File: src/sti_pkg.sv
// ----------------------------------------------------------------------------
// sti_pkg
// Shared types and constants of the streaming Simpson/trapezoid integrator:
// the operation record passed from the front end to the back end, the status
// codes and the radix-256 divide-by-three step.
// ----------------------------------------------------------------------------
package sti_pkg;

  localparam int SAMPLE_W = 32;
  localparam int DX_W     = SAMPLE_W + 1;  // difference of two samples
  localparam int YSUM_W   = SAMPLE_W + 3;  // y0 + 4*y1 + y2
  localparam int MAG_S_W  = SAMPLE_W + 2;  // magnitude of any ysum
  localparam int PROD_W   = 2 * SAMPLE_W + 2;
  localparam int SUM_W    = 2 * SAMPLE_W;
  localparam int DIV_CHUNK  = 8;
  localparam int DIV_STAGES = 9;
  localparam int DIV_W      = DIV_CHUNK * DIV_STAGES;

  localparam logic [1:0] STATUS_OK        = 2'd0;
  localparam logic [1:0] STATUS_FEW_POINTS = 2'd1;
  localparam logic [1:0] STATUS_SATURATED = 2'd2;

  // One term d * s / k, k being 6 for a Simpson panel and 2 for a trapezoid.
  typedef struct packed {
    logic signed [DX_W-1:0]   dx;
    logic signed [YSUM_W-1:0] ysum;
    logic                     six;
  } term_t;

  // Work for the back end caused by one sample.
  typedef struct packed {
    term_t term_a;
    term_t term_b;
    logic  has_a;
    logic  has_b;
    logic  emit;
    logic  single;
  } op_t;

  // Long division by three of one 8-bit chunk, carrying the remainder.
  // Returns {quotient chunk, remainder}.
  function automatic logic [DIV_CHUNK+1:0] div3_chunk(input logic [1:0] rem_in,
                                                      input logic [DIV_CHUNK-1:0] chunk);
    logic [2:0]           cur;
    logic [1:0]           r;
    logic [DIV_CHUNK-1:0] q;
    r = rem_in;
    q = '0;
    for (int i = DIV_CHUNK - 1; i >= 0; i--) begin
      cur = {r, chunk[i]};
      if (cur >= 3'd3) begin
        q[i] = 1'b1;
        r    = 2'(cur - 3'd3);
      end else begin
        q[i] = 1'b0;
        r    = cur[1:0];
      end
    end
    return {q, r};
  endfunction

endpackage

File: src/sti_fifo.sv
// ----------------------------------------------------------------------------
// sti_fifo
// Short queue of operations between the front end and the back end.
// ----------------------------------------------------------------------------
module sti_fifo #(
  parameter int DEPTH = 4
) (
  input  logic         clk,
  input  logic         rst,
  input  logic         push,
  input  sti_pkg::op_t push_data,
  output logic         full,
  input  logic         pop,
  output sti_pkg::op_t pop_data,
  output logic         empty
);
  import sti_pkg::*;

  localparam int PTR_W = $clog2(DEPTH);
  localparam int CNT_W = $clog2(DEPTH + 1);

  op_t              mem [DEPTH];
  logic [PTR_W-1:0] wr_ptr;
  logic [PTR_W-1:0] rd_ptr;
  logic [CNT_W-1:0] count;

  assign full     = count == CNT_W'(DEPTH);
  assign empty    = count == '0;
  assign pop_data = mem[rd_ptr];

  always_ff @(posedge clk) begin
    if (push) begin
      mem[wr_ptr] <= push_data;
    end
  end

  always_ff @(posedge clk) begin
    if (rst) begin
      wr_ptr <= '0;
      rd_ptr <= '0;
      count  <= '0;
    end else begin
      if (push) begin
        wr_ptr <= (wr_ptr == PTR_W'(DEPTH - 1)) ? '0 : wr_ptr + 1'b1;
      end
      if (pop) begin
        rd_ptr <= (rd_ptr == PTR_W'(DEPTH - 1)) ? '0 : rd_ptr + 1'b1;
      end
      if (push && !pop) begin
        count <= count + 1'b1;
      end else if (pop && !push) begin
        count <= count - 1'b1;
      end
    end
  end

endmodule

File: config.mk
export PLATFORM = sky130hd
export DESIGN_NAME = sti_fifo
export DESIGN_NICKNAME = d
export VERILOG_FILES = /design/src/sti_pkg.sv /design/src/sti_fifo.sv
export SDC_FILE = /design/constraint.sdc
export NUM_CORES = 1
export LEC_CHECK = 0
export ABC_AREA = 1
export BUFFER_PORTS_ARGS = -buffer_cell sky130_fd_sc_hd__buf_2
export CAP_MARGIN = 20
export CORE_ASPECT_RATIO = 1.2
export CORE_MARGIN = 5
export CORE_UTILIZATION = 52
export CTS_CLUSTER_SIZE = 14
export DETAILED_ROUTE_END_ITERATION = 7
export GPL_TIMING_DRIVEN = 0
export PLACE_DENSITY = 0.87
export SLEW_MARGIN = 20
export SYNTH_ARGS = -nofsm -noshare
export SYNTH_HDL_FRONTEND = slang
export SYNTH_SLANG_ARGS = --single-unit
File: constraint.sdc
create_clock -name clk -period 3.6 [get_ports clk]
set_input_delay 0.36 -clock clk [delete_from_list [all_inputs] [get_ports clk]]
set_output_delay 0.36 -clock clk [all_outputs]
set_load 0.05 [all_outputs]
* Word-level counts from Yosys, hierarchy flattened
Memories as Yosys holds them, arrays and structs flattened. A register that Yosys moved wholly into a read port is not among the register bits.
Cells that the tools add are included.
** Storage, ports and cells
- Memories kept :: 1
- RAM bits :: 568
- Flip-flop bits (word level) :: 7
- Word-level logic and storage cells :: 25
- Output and inout bits :: 144
- Input bits :: 146
** Operators by class
- Reductions and logical operators :: 6
- Equal/unequal tests :: 3
- $add $sub $neg :: 4
- Mux-type cells :: 8
** Memory list
- mem :: words 4, width 142, read ports 1, clocked after Yosys merged registers in 1, write ports 1, RTL line sti_fifo.sv:22 : op_t mem [DEPTH];
** Operators by type and width (number)
- $mux W2 :: 4
- $mux W3 :: 2
- $add A2 B1 Y2 const B :: 2
- $eq A2 B2 Y1 const B :: 2
- $add A3 B1 Y3 const B :: 1
- $eq A3 B3 Y1 const B :: 1
- $logic_not A3 Y1 :: 1
- $sub A3 B1 Y3 const B :: 1
- $logic_and A1 B1 Y1 :: 2
- $logic_not A1 Y1 :: 2
- $mux W1 :: 2
- $reduce_bool A2 Y1 :: 1

* Longest topological paths before layout
Gate-level depths: netlist of run 1.
- Word-level depth :: 4
- Gate-level depth with buffers :: 10
- Gate-level depth less buffers :: 10

* Worst setup path before layout of run 1
No wires, ideal clock.
- Path type :: register to register
- From :: reg wr_ptr[0]
- To :: mem mem[3][0] (netlist bit), enable pin
- Arrival :: 3324 ps
- Library setup time :: 495 ps
- Path slack :: -219 ps
- Period minus slack after synthesis :: 3819 ps
- Data required time :: 3105 ps
- Cell stages (with the launch flop) :: 4
- Path buffers :: 0
- Cells stage by stage :: dfxtp_1 > ha_1 > nand2_1 > inv_1
** RTL lines
- start, declared :: RTL line sti_fifo.sv:23 : logic [PTR_W-1:0] wr_ptr;
- start signal, assigned :: RTL line sti_fifo.sv:44 : wr_ptr <= (wr_ptr == PTR_W'(DEPTH - 1)) ? '0 : wr_ptr + 1'b1;
- end, declared :: RTL line sti_fifo.sv:22
No word-level cell before the write port.

==> qor.tcl, run 1 <==
set qor(run_status) {complete, no violations}
set qor(criticalPathCategory) {reg2out}
set qor(synth_top_family_by_area) {compound AO/OA/AOI/OAI gates}
set qor(power.share.sequential) 0.496
set qor(gpl.final_weighted_congestion) 0.781
set qor(muxShareOfSynthArea) 0
set qor(area_fraction_of_the_dominant_cell_type_after_synthesis) 0.796
set qor(grt_max_degree) 30
set qor(placeableCoreArea_um2) 40700
set qor(post-synth-top-count-cell) {sky130_fd_sc_hd__edfxtp_1}
set qor(dpl_cell_area_um2) 24100
set qor(netSwitchingPower_w) 0.00431
set qor(floorplan.die.width_um) 195
set qor(overflow) 0
set qor(report.final.setup_viol) 0
set qor(route.detailed.drc) 0
set qor(syn_to_final_growth_pct) 26.7
set qor(grt_first_pass_wirelength_um) 88100
set qor(worst_ep_arrival_time_ns) 2.85
set qor(tightest_slew_ns) 0.578
set qor(cellInternalPower_w) 0.0113
set qor(dr_total_vias) 14800
set qor(worst_ep_required_time_ns) 3.24
set qor(dr.first_iter.drc_count) 1223
set qor(route.antenna.remaining_nets) 0
set qor(synth_area_leaders) {sky130_fd_sc_hd__edfxtp_1, sky130_fd_sc_hd__nor2_1, sky130_fd_sc_hd__o22ai_1}
set qor(layout_cell_area_excl_fill_um2) 27100
set qor(clockPowerShare) 0.342
set qor(setup.worst_path.end_class) {primary output}
set qor(track_usage) 0.253
set qor(synth_top_cell_by_area) {sky130_fd_sc_hd__edfxtp_1}
set qor(postCtsSetupBuffers) 0
set qor(timing_hold_violations_final) 0
set qor(worstHoldPathCells) 3
set qor(syn-mean-instance-area_um2) 15.0
set qor(fmax_mhz) 312
set qor(cts.reportedPaths.clkPinSlew_ns) 0.06
set qor(edff_count_synth) 568
set qor(start_kind) {flop}
set qor(worst_min_delay_path_category) {in2reg}
set qor(cts_root_buf) {sky130_fd_sc_hd__clkbuf_16}
set qor(drive_above_1_share) 0.226
set qor(yosys.area_share.xor_xnor) 0.000409
set qor(worst-r2r-cell-count) 8
set qor(mappedNetlistArea_um2) 21400
set qor(share_of_synthesized_cell_area_in_full_adder_half_adder_and_majority_cells) 0.00444
set qor(number_of_global_route_vias_before_repair) 15200
set qor(fin_crit_sh) 0.891
set qor(rows) 81
set qor(synth_common_cells) {sky130_fd_sc_hd__edfxtp_1, sky130_fd_sc_hd__nor2_1, sky130_fd_sc_hd__o21ai_0}
set qor(ys_ff_latch) 577
set qor(floorplan.initialDensity) 0.526
set qor(cts_inserted_buffers) 53
set qor(max_cap_viol_count) 0
set qor(routed_wire_length_per_instance_um) 23.4
set qor(total_power_w) 0.0156
set qor(finalWorstPathRequiredPeriod_ns) 3.21
set qor(net_count_synth) 1585
set qor(combinational_group_share_of_total_power) 0.162
set qor(finalClockSkew_ns) 0.0181
set qor(timing.setup.tns_ns) 0
set qor(seq_area_frac_synth) 0.805
set qor(detail_route.vias_per_cell) 5.84
set qor(yosys.cell_types.count) 22
set qor(synth_compound_gate_area_share) 0.111
set qor(postRouteWirelength_um) 59200
set qor(max_fanout_on_critical_path) 10
set qor(vdd_drop_max_mv) 0.447
set qor(rsz0062_at_grt) {no}
set qor(cts_htree_levels) 2
set qor(post_synth_inst_count) 1432
set qor(longest_clk_path_bufs) 3
set qor(final-max-slew-violation-count) 0
set qor(clock_latency_ns) 0.59
set qor(relative_slew_slack) 0.614
set qor(pwr_density_cell_nw_per_um2) 576
set qor(die_h_um) 232
set qor(cts_tree) {yes}
set qor(post_synth_and_or_nand_nor_area_fraction) 0.0540
set qor(finish.net_count) 2095
set qor(fp.dieArea_um2) 45400
set qor(static-leakage-power_nw) 9.58
set qor(port-buffer-count) 289
set qor(synthFlopType) {sky130_fd_sc_hd__edfxtp_1}
set qor(drt_pass1_iterations) 5
set qor(io_pins) 290
set qor(post_layout_nonfiller_instances) 2528
set qor(total_half_perimeter_wirelength_after_legalization_and_detailed_placement_um) 35200
set qor(place.detailed.instances) 2283
set qor(p_sw_frac) 0.276
set qor(synth.yosys.warnings) 0
set qor(grt_antenna_before_repair) 9
set qor(synth_async_sr_flop_share) 0
set qor(cts_sinks) 577
-- kinds of logic (layout without fill, tap and decap cells) --
logic type,count (synthesis),count (layout)
compound gates,432,432
xor+xnor,1,1
fa+ha+maj,7,7
buf+inv,109,655
flops,577,577
other cells,0,11
simple gates,306,306
-- worst paths after layout --
| check | slack (ns) | end | from |
|---|---|---|---|
| setup / recovery | 0.39 | pop_data[57] | flop |
| hold / removal | 0.14 | wr_ptr[1] | push |
| setup reg to reg | 1.29 | mem[0][78] | wr_ptr[0] |
| hold reg to reg | 0.53 | wr_ptr[1] | wr_ptr[1] |
-- final cells by class --
cell class	count	area [µm²]
fillers	2615	13600
multi-input cells	746	3630
diodes	11	27.5
plain buffers	93	494
flip-flops and latches	577	17200
clock buffers	64	1410
inverters	16	76.3
well taps	539	674
repair buffers	455	3380
clock inverters	27	219
-- power by group through the flow --
stage	combinational [W]	clock, W	sequential [W]
finish	0.00253	0.00534	0.00776
global route	0.00265	0.00570	0.00777
CTS	0.00249	0.00537	0.00775
detailed placement	0.00235	0	0.00789
global placement	0.00222	0	0.00792
floorplan	0.00154	0	0.00790
-- worst max-delay path: stages (launching register included) --
cell and delay, ns:
sky130_fd_sc_hd__dfxtp_1 0.30, sky130_fd_sc_hd__buf_4 0.18, sky130_fd_sc_hd__clkinv_2 0.18, sky130_fd_sc_hd__buf_4 0.29, sky130_fd_sc_hd__clkbuf_1 0.44, sky130_fd_sc_hd__o21ai_1 0.16, sky130_fd_sc_hd__o22ai_1 0.32, sky130_fd_sc_hd__buf_2 0.34
-- registers in the layout (all words and copies together), names as in the netlist, named ones only --
signal  flops
count       3
mem       568
rd_ptr      2
wr_ptr      2
-- routing by layer --
| layer | share of wire | track usage | routed length (µm) | vias to the layer above |
|---|---|---|---|---|
| met5 | 0.00012 | 0 | 7 | - |
| met4 | 0.048 | 0.125 | 2850 | 2 |
| met3 | 0.086 | 0.0430 | 5070 | 173 |
| met2 | 0.51 | 0.443 | 30200 | 941 |
| met1 | 0.36 | 0.306 | 21100 | 7185 |
| li1 | - | - | - | 6451 |
-- metrics by stage --
step           utilization  hold slack, ns  worst slack (ns)
2_1_floorplan            -           0.432             0.392
3_3_place_gp         0.578           0.500             -1.32
3_5_place_dp         0.591           0.538              1.04
4_1_cts              0.666          0.0647             0.370
5_1_grt              0.666           0.157             0.280
6_report             0.666           0.144             0.393
-- what timing repair did --
item / CTS / global route
hold buffers: 143 / 0
resized for setup: 0 / 0
hold endpoints to repair: 572 / 0
-- cell usage in the layout (no fill, tap or decap), types with 6 or more instances in the layout --
cell	synthesis	layout
sky130_fd_sc_hd__buf_12	0	18
sky130_fd_sc_hd__o21ai_0	164	164
sky130_fd_sc_hd__inv_1	14	10
sky130_fd_sc_hd__clkbuf_1	43	52
sky130_fd_sc_hd__diode_2	0	11
sky130_fd_sc_hd__clkbuf_16	0	55
sky130_fd_sc_hd__dfxtp_1	9	9
sky130_fd_sc_hd__ha_1	6	6
sky130_fd_sc_hd__edfxtp_1	568	568
sky130_fd_sc_hd__nor2_1	292	292
sky130_fd_sc_hd__o21ai_1	123	123
sky130_fd_sc_hd__dlygate4sd3_1	0	143
sky130_fd_sc_hd__clkinv_1	0	8
sky130_fd_sc_hd__clkinv_2	1	11
sky130_fd_sc_hd__nand2_1	8	8
sky130_fd_sc_hd__buf_2	35	324
sky130_fd_sc_hd__o22ai_1	137	137
sky130_fd_sc_hd__buf_6	12	12
sky130_fd_sc_hd__clkinvlp_4	0	7
Note: power is estimated with default switching activity, not from simulation.
==> run 2, diff against run 1 <==
- BUFFER_PORTS_ARGS: -buffer_cell sky130_fd_sc_hd__buf_2 -> not set
- CELL_PAD_IN_SITES_DETAIL_PLACEMENT: not set -> 1
- CELL_PAD_IN_SITES_GLOBAL_PLACEMENT: not set -> 1
- CORE_UTILIZATION: 52 -> 47
- DONT_BUFFER_PORTS: not set -> 1
- PLACE_DENSITY: 0.87 -> 0.86
==> qor.tcl, run 2 (synthesis gave the netlist of run 1 again) <==
set qor(run_status) {complete, no violations}
set qor(layout.cells.most_common_list) {sky130_fd_sc_hd__edfxtp_1, sky130_fd_sc_hd__nor2_1, sky130_fd_sc_hd__o21ai_0, sky130_fd_sc_hd__dlygate4sd3_1, sky130_fd_sc_hd__o21ai_1}
set qor(worst_ep_arrival_time_ns) 3.11 ;# +0.26 ns
set qor(critPathMaxStageDelay_ns) 0.93 ;# +0.49 ns
set qor(most_common_cell_after_layout_fill_and_taps_aside) {sky130_fd_sc_hd__edfxtp_1}
set qor(ff2ff_setup_slack_ns) 1.04 ;# -0.25 ns
set qor(rows) 85 ;# +4.9%
set qor(die_h_um) 244 ;# +5.0%
set qor(fmax_mhz) 288 ;# -7.6%
set qor(number_of_global_route_vias_before_repair) 15200 ;# +0.40%
set qor(setup_ws_post_layout_ns) 0.127 ;# -0.265 ns
set qor(worst_min_delay_path_startpoint) {pop}
set qor(sequential_cell_area_um2) 17200 ;# unchanged
set qor(fp.dieArea_um2) 50000 ;# +10%
set qor(io_pins) 290 ;# unchanged
set qor(start_kind) {flop}
set qor(holdWs_ns) 0.0481 ;# -0.0961 ns
set qor(vdd_drop_max_mv) 0.548 ;# +23%
set qor(max_flop_register) {mem}
set qor(n_fill_cell) 4138 ;# +58%
set qor(final-max-slew-violation-count) 0 ;# unchanged
set qor(finalClockSkew_ns) 0.0171 ;# -0.00102 ns
set qor(floorplan.die.width_um) 205 ;# +4.9%
set qor(crit_top_cell) {sky130_fd_sc_hd__buf_4}
set qor(dr_total_vias) 13800 ;# -6.3%
set qor(total_power_w) 0.0160 ;# +2.2%
set qor(cts_root_buf) {sky130_fd_sc_hd__clkbuf_16}
set qor(cts.reportedPaths.clkPinSlew_ns) 0.07 ;# about the same
set qor(longest_clk_path_bufs) 3 ;# unchanged
set qor(pwr_density_cell_nw_per_um2) 608 ;# +5.6%
set qor(criticalPathCategory) {reg2out}
set qor(total_half_perimeter_wirelength_after_legalization_and_detailed_placement_um) 40200 ;# +14%
set qor(port-buffer-count) 0 ;# -100%
set qor(post-place-ws_ns) 0.755 ;# -0.281 ns
set qor(fin_crit_sh) 0.965 ;# +0.0737
set qor(finish.net_count) 1820 ;# -13%
set qor(timing_hold_violations_final) 0 ;# unchanged
set qor(layout_cell_area_excl_fill_um2) 26300 ;# -3.2%
set qor(cts_inserted_buffers) 54 ;# +1.9%
set qor(worstHoldPathCells) 3 ;# unchanged
set qor(clock_latency_ns) 0.61 ;# +0.02 ns
set qor(worst_r2r_startpoint) {wr_ptr[0]}
set qor(finalWorstPathRequiredPeriod_ns) 3.47 ;# +0.265 ns
set qor(multiInputGateArea_um2) 3810 ;# +4.9%
set qor(worstPathCellList) {buf_4 -> clkinv_2 -> buf_4 -> clkbuf_1 -> o21ai_1 -> o22ai_1}
set qor(dr.first_iter.drc_count) 920 ;# -25%
set qor(detail_route.vias_per_cell) 5.94 ;# +1.8%
set qor(cpMaxStageDelayCell) {sky130_fd_sc_hd__o22ai_1}
set qor(max_cap_viol_count) 0 ;# unchanged
set qor(relative_slew_slack) 0.200 ;# -0.414
set qor(track_usage) 0.261 ;# +0.00713
set qor(worst_min_delay_path_category) {in2reg}
set qor(grt_max_degree) 30 ;# unchanged
set qor(routed_wire_length_per_instance_um) 28.6 ;# +22%
set qor(grt_antenna_before_repair) 3 ;# -6
set qor(grt_first_pass_wirelength_um) 98200 ;# +12%
set qor(postRouteWirelength_um) 66600 ;# +12%
set qor(static-leakage-power_nw) 8.70 ;# -9.2%
set qor(max_fanout_on_critical_path) 10 ;# unchanged
set qor(overflow) 0 ;# unchanged
set qor(postCtsSetupBuffers) 0 ;# unchanged
set qor(setup.worst_path.end_class) {primary output}
set qor(critical-path-top-delay-family) {compound AO/OA/AOI/OAI gates}
set qor(crit_buf_inv) 4 ;# -1
set qor(syn_to_final_growth_pct) 22.6
set qor(largest_register_ffs) 568 ;# unchanged
set qor(route.detailed.drc) 0 ;# unchanged
set qor(worst-r2r-cell-count) 7 ;# -1
set qor(drive_above_1_share) 0.121 ;# -0.105
set qor(drt_pass1_iterations) 5 ;# unchanged
set qor(dpl_cell_area_um2) 23000 ;# -4.5%
set qor(tightest_slew_ns) 1.22 ;# +0.639 ns
set qor(rsz0062_at_grt) {no}
set qor(registers_with_the_most_flip_flops) {mem: 568 flops, count: 3 flops}
set qor(placeableCoreArea_um2) 45000 ;# +10%
set qor(cts_htree_levels) 2 ;# unchanged
set qor(worst_ep_required_time_ns) 3.24 ;# about the same
set qor(r2r_end) {mem[0][84]}
set qor(report.final.setup_viol) 0 ;# unchanged
set qor(route.antenna.remaining_nets) 0 ;# unchanged
set qor(floorplan.initialDensity) 0.476 ;# -0.0496
set qor(cts_sinks) 577 ;# unchanged
set qor(gpl.final_weighted_congestion) 0.772 ;# -1.2%
set qor(cts_tree) {yes}
-- run 2: cell types whose count changed in the layout (fill, tap and decap cells not counted), sizes merged --
cell         delta
inv             -2
clkinv          +7
dlygate4sd3     +2
bufinv          +3
diode           -6
buf           -278
clkbuf          +5
clkinvlp        -2
-- run 2: timing repair --
action | 4_1_cts | 5_1_grt
gates resized for setup | 0 | 1
hold buffers | 145 | 0
hold endpoints to repair | 577 | 0
setup endpoints to repair | 0 | 1
-- run 2: worst max-delay path by stage --
stage / start / endpoint / slack (ns) / cells past startpoint
6_report: flop / pop_data[74] / 0.13 / 6
3_5_place_dp: flop / pop_data[111] / 0.75 / 6
5_1_grt: flop / pop_data[93] / 0.02 / 4
2_1_floorplan: wr_ptr[0] / mem[0][0] / 0.39 / 4
3_3_place_gp: wr_ptr[0] / mem[0][70] / -1.44 / 4
4_1_cts: flop / pop_data[111] / 0.09 / 6
-- run 2: metrics by stage --
| stage | std cells | util | setup TNS (ns) |
|---|---|---|---|
| after global routing | 2323 | 0.584 | 0 |
| after floorplan | 1432 | - | 0 |
| after detailed placement | 2075 | 0.511 | 0 |
| after CTS | 2322 | 0.583 | 0 |
| after global placement | 2041 | 0.494 | -780.74 |
| final | 2327 | 0.584 | 0 |
-- run 2: area by class of cell --
cell class | instances | share of cell area
clock buffers | 69 | 0.0559
well taps | 609 | 0.0290
clock inverters | 33 | 0.0125
repair buffers | 179 | 0.0792
multi-input cells | 746 | 0.145
flip-flops and latches | 577 | 0.656
plain buffers | 93 | 0.0188
diodes | 5 | 0.000476
inverters | 16 | 0.00291
-- run 2: worst reg2reg max path: stages, from the launching register on --
cell and delay, ns:
sky130_fd_sc_hd__dfxtp_1 0.44, sky130_fd_sc_hd__inv_1 0.10, sky130_fd_sc_hd__ha_1 0.21, sky130_fd_sc_hd__nand2_1 0.10, sky130_fd_sc_hd__clkinvlp_4 0.62, sky130_fd_sc_hd__buf_12 0.44
sky130_fd_sc_hd__buf_16 0.19, sky130_fd_sc_hd__buf_16 0.19
-- run 2: per-layer routing --
metal / track usage / part of all wire / up-vias
met4: 0.0936 / 0.038 / 0
met2: 0.469 / 0.53 / 650
met1: 0.307 / 0.36 / 7080
li1: - / - / 5916
met3: 0.0564 / 0.071 / 171
met5: 0 / 0 / -
-- run 2: report_power, final --
group	switching (W)	internal, W	total [W]	leakage (nW)
combinational	0.00188	0.000486	0.00237	2.52
sequential	0.0000921	0.00768	0.00777	5.29
clock	0.00251	0.00332	0.00583	0.890
==> run 3, diff against run 2 <==
- CORE_MARGIN: 5 -> 4
- PLACE_DENSITY: 0.86 -> not set
- PLACE_DENSITY_LB_ADDON: not set -> 0.2
==> qor.tcl, run 3 (synthesis gave the netlist of run 1 again) <==
set qor(run_status) {complete, no violations}
set qor(cts_root_buf) {sky130_fd_sc_hd__clkbuf_16}
set qor(critPathMaxStageDelay_ns) 0.93 ;# about the same
set qor(fp.dieArea_um2) 49100 ;# -1.8%
set qor(routed_wire_length_per_instance_um) 25.4 ;# -11%
set qor(timing_hold_violations_final) 0 ;# unchanged
set qor(fin_crit_sh) 0.960 ;# -0.00477
set qor(postRouteWirelength_um) 59000 ;# -11%
set qor(sequential_cell_area_um2) 17200 ;# unchanged
set qor(postCtsSetupBuffers) 0 ;# unchanged
set qor(grt_antenna_before_repair) 6 ;# +3
set qor(clock_latency_ns) 0.60 ;# about the same
set qor(largest_register_ffs) 568 ;# unchanged
set qor(multiInputGateArea_um2) 3920 ;# +2.8%
set qor(route.antenna.remaining_nets) 0 ;# unchanged
set qor(number_of_global_route_vias_before_repair) 14300 ;# -5.7%
set qor(cts_inserted_buffers) 55 ;# +1.9%
set qor(tightest_slew_ns) 1.20 ;# -0.0139 ns
set qor(registers_with_the_most_flip_flops) {mem: 568 flops, count: 3 flops}
set qor(track_usage) 0.236 ;# -0.0246
set qor(io_pins) 290 ;# unchanged
set qor(setup.worst_path.end_class) {primary output}
set qor(longest_clk_path_bufs) 3 ;# unchanged
set qor(grtUsageMet1) 0.293 ;# -0.0144
set qor(worst_ep_arrival_time_ns) 3.10 ;# about the same
set qor(worst_ep_required_time_ns) 3.24 ;# about the same
set qor(drive_above_1_share) 0.130 ;# +0.00965
set qor(holdWs_ns) 0.0252 ;# -0.0229 ns
set qor(cpMaxStageDelayCell) {sky130_fd_sc_hd__o22ai_1}
set qor(pwr_density_cell_nw_per_um2) 598 ;# -1.6%
set qor(cts_htree_levels) 2 ;# unchanged
set qor(criticalPathCategory) {reg2out}
set qor(worst_r2r_startpoint) {wr_ptr[0]}
set qor(cts_sinks) 577 ;# unchanged
set qor(report.final.setup_viol) 0 ;# unchanged
set qor(met2_usage) 0.409 ;# -0.0601
set qor(floorplan.die.width_um) 203 ;# -0.98%
set qor(use_met3) 0.0592 ;# +0.00284
set qor(place.detailed.instances) 2070 ;# -0.24%
set qor(grt_max_degree) 29 ;# -3.3%
set qor(vdd_drop_max_mv) 0.506 ;# -7.7%
set qor(drt_pass1_iterations) 4 ;# -1
set qor(route.detailed.drc) 0 ;# unchanged
set qor(max_cap_viol_count) 0 ;# unchanged
set qor(worst_min_delay_path_category) {in2reg}
set qor(ff2ff_setup_slack_ns) 1.31 ;# +0.27 ns
set qor(cts.reportedPaths.clkPinSlew_ns) 0.06 ;# about the same
set qor(worst_min_delay_path_startpoint) {pop}
set qor(rows) 85 ;# unchanged
set qor(crit_top_cell) {sky130_fd_sc_hd__buf_4}
set qor(worstPathCellList) {buf_4 -> clkinv_2 -> buf_4 -> clkbuf_1 -> o21ai_1 -> o22ai_1}
set qor(most_common_cell_after_layout_fill_and_taps_aside) {sky130_fd_sc_hd__edfxtp_1}
set qor(n_fill_cell) 4184 ;# +1.1%
set qor(max_fanout_on_critical_path) 10 ;# unchanged
set qor(placeableCoreArea_um2) 45000 ;# unchanged
set qor(layout.cells.most_common_list) {sky130_fd_sc_hd__edfxtp_1, sky130_fd_sc_hd__nor2_1, sky130_fd_sc_hd__o21ai_0, sky130_fd_sc_hd__dlygate4sd3_1, sky130_fd_sc_hd__o21ai_1}
set qor(fmax_mhz) 289 ;# +0.50%
set qor(relative_slew_slack) 0.209 ;# +0.00911
set qor(busiest_layer) {met2}
set qor(die_h_um) 242 ;# -0.82%
set qor(dr_total_vias) 13100 ;# -5.3%
set qor(start_kind) {flop}
set qor(post_layout_nonfiller_instances) 2323 ;# -0.17%
set qor(syn_to_final_growth_pct) 22.5
set qor(finalWorstPathRequiredPeriod_ns) 3.46 ;# -0.0172 ns
set qor(finish.net_count) 1816 ;# -0.22%
set qor(static-leakage-power_nw) 8.67 ;# -0.30%
set qor(overflow) 0 ;# unchanged
set qor(rsz0062_at_grt) {no}
set qor(max_flop_register) {mem}
set qor(post-route-util) 0.583 ;# -0.000668
set qor(detail_route.vias_per_cell) 5.63 ;# -5.1%
set qor(cts_tree) {yes}
set qor(grt_first_pass_wirelength_um) 88900 ;# -9.5%
set qor(gpl.final_weighted_congestion) 0.776 ;# +0.62%
set qor(finalClockSkew_ns) 0.0132 ;# -0.00386 ns
set qor(dr.first_iter.drc_count) 851 ;# -7.5%
set qor(total_half_perimeter_wirelength_after_legalization_and_detailed_placement_um) 37600 ;# -6.5%
set qor(final-max-slew-violation-count) 0 ;# unchanged
set qor(floorplan.initialDensity) 0.476 ;# unchanged
set qor(port-buffer-count) 0 ;# unchanged
==> run 3: changes by cell type in the layout (fill, tap and decap cells not counted), moves of 3 or more <==
cell,change
sky130_fd_sc_hd__o22ai_1,-17
sky130_fd_sc_hd__o22ai_2,+17
sky130_fd_sc_hd__buf_12,+7
sky130_fd_sc_hd__buf_16,-7
sky130_fd_sc_hd__buf_4,-5
sky130_fd_sc_hd__clkinv_1,-3
sky130_fd_sc_hd__clkinvlp_4,+3
sky130_fd_sc_hd__inv_6,+3
==> run 3: path summary, 6_finish.rpt <==
| check | to | cells after the start |
|---|---|---|
| max | pop_data[100] | 6 |
| min | flop | 3 |
| max reg2reg | mem[0][75] | 7 |
| min reg2reg | wr_ptr[1] | 2 |
==> run 3: final cells by class <==
| cell class | count | area share |
|---|---|---|
| Clock buffer | 68 | 0.0554 |
| Tap cell | 609 | 0.0290 |
| Antenna cell | 5 | 0.000477 |
| Multi-Input combinational cell | 746 | 0.149 |
| Buffer | 93 | 0.0188 |
| Inverter | 16 | 0.00291 |
| Timing Repair Buffer | 174 | 0.0759 |
| Sequential cell | 577 | 0.657 |
| Clock inverter | 35 | 0.0113 |
==> run 3: repair_timing <==
| item | 4_1_cts | 5_1_grt |
|---|---|---|
| hold endpoints to repair | 577 | 0 |
| resized for setup | 0 | 0 |
| hold buffers | 145 | 0 |
==> run 3: layer usage <==
layer / vias to the layer above / wire length [µm]
li1: 5896 / -
met1: 6686 / 23300
met2: 386 / 30200
met3: 111 / 3750
met4: 6 / 1660
met5: - / 38
==> run 3: where the power goes <==
| group | total (W) | internal, W | switching [W] |
|---|---|---|---|
| Combinational | 0.00231 | 0.000479 | 0.00183 |
| Clock | 0.00564 | 0.00317 | 0.00247 |
| Sequential | 0.00775 | 0.00768 | 0.0000740 |
==> run 3: metrics by stage <==
stage,instance area (µm²),setup TNS [ns],power [W],setup WS [ns]
global route,26200,0,0.0163,0.00548
floorplan,21400,0,0.00944,0.392
detailed placement,23000,0,0.0100,0.757
global placement,22200,-866.43,0.00989,-1.64
finish,26200,0,0.0157,0.145
CTS,26200,0,0.0158,0.102
==> run 3: critical path: cells and delay by family (launching register included) <==
family / cells / cell delay, ns
AOI/OAI and AO/OA: 2 / 1.12
buffers and inverters: 4 / 1.06
DFF: 1 / 0.30
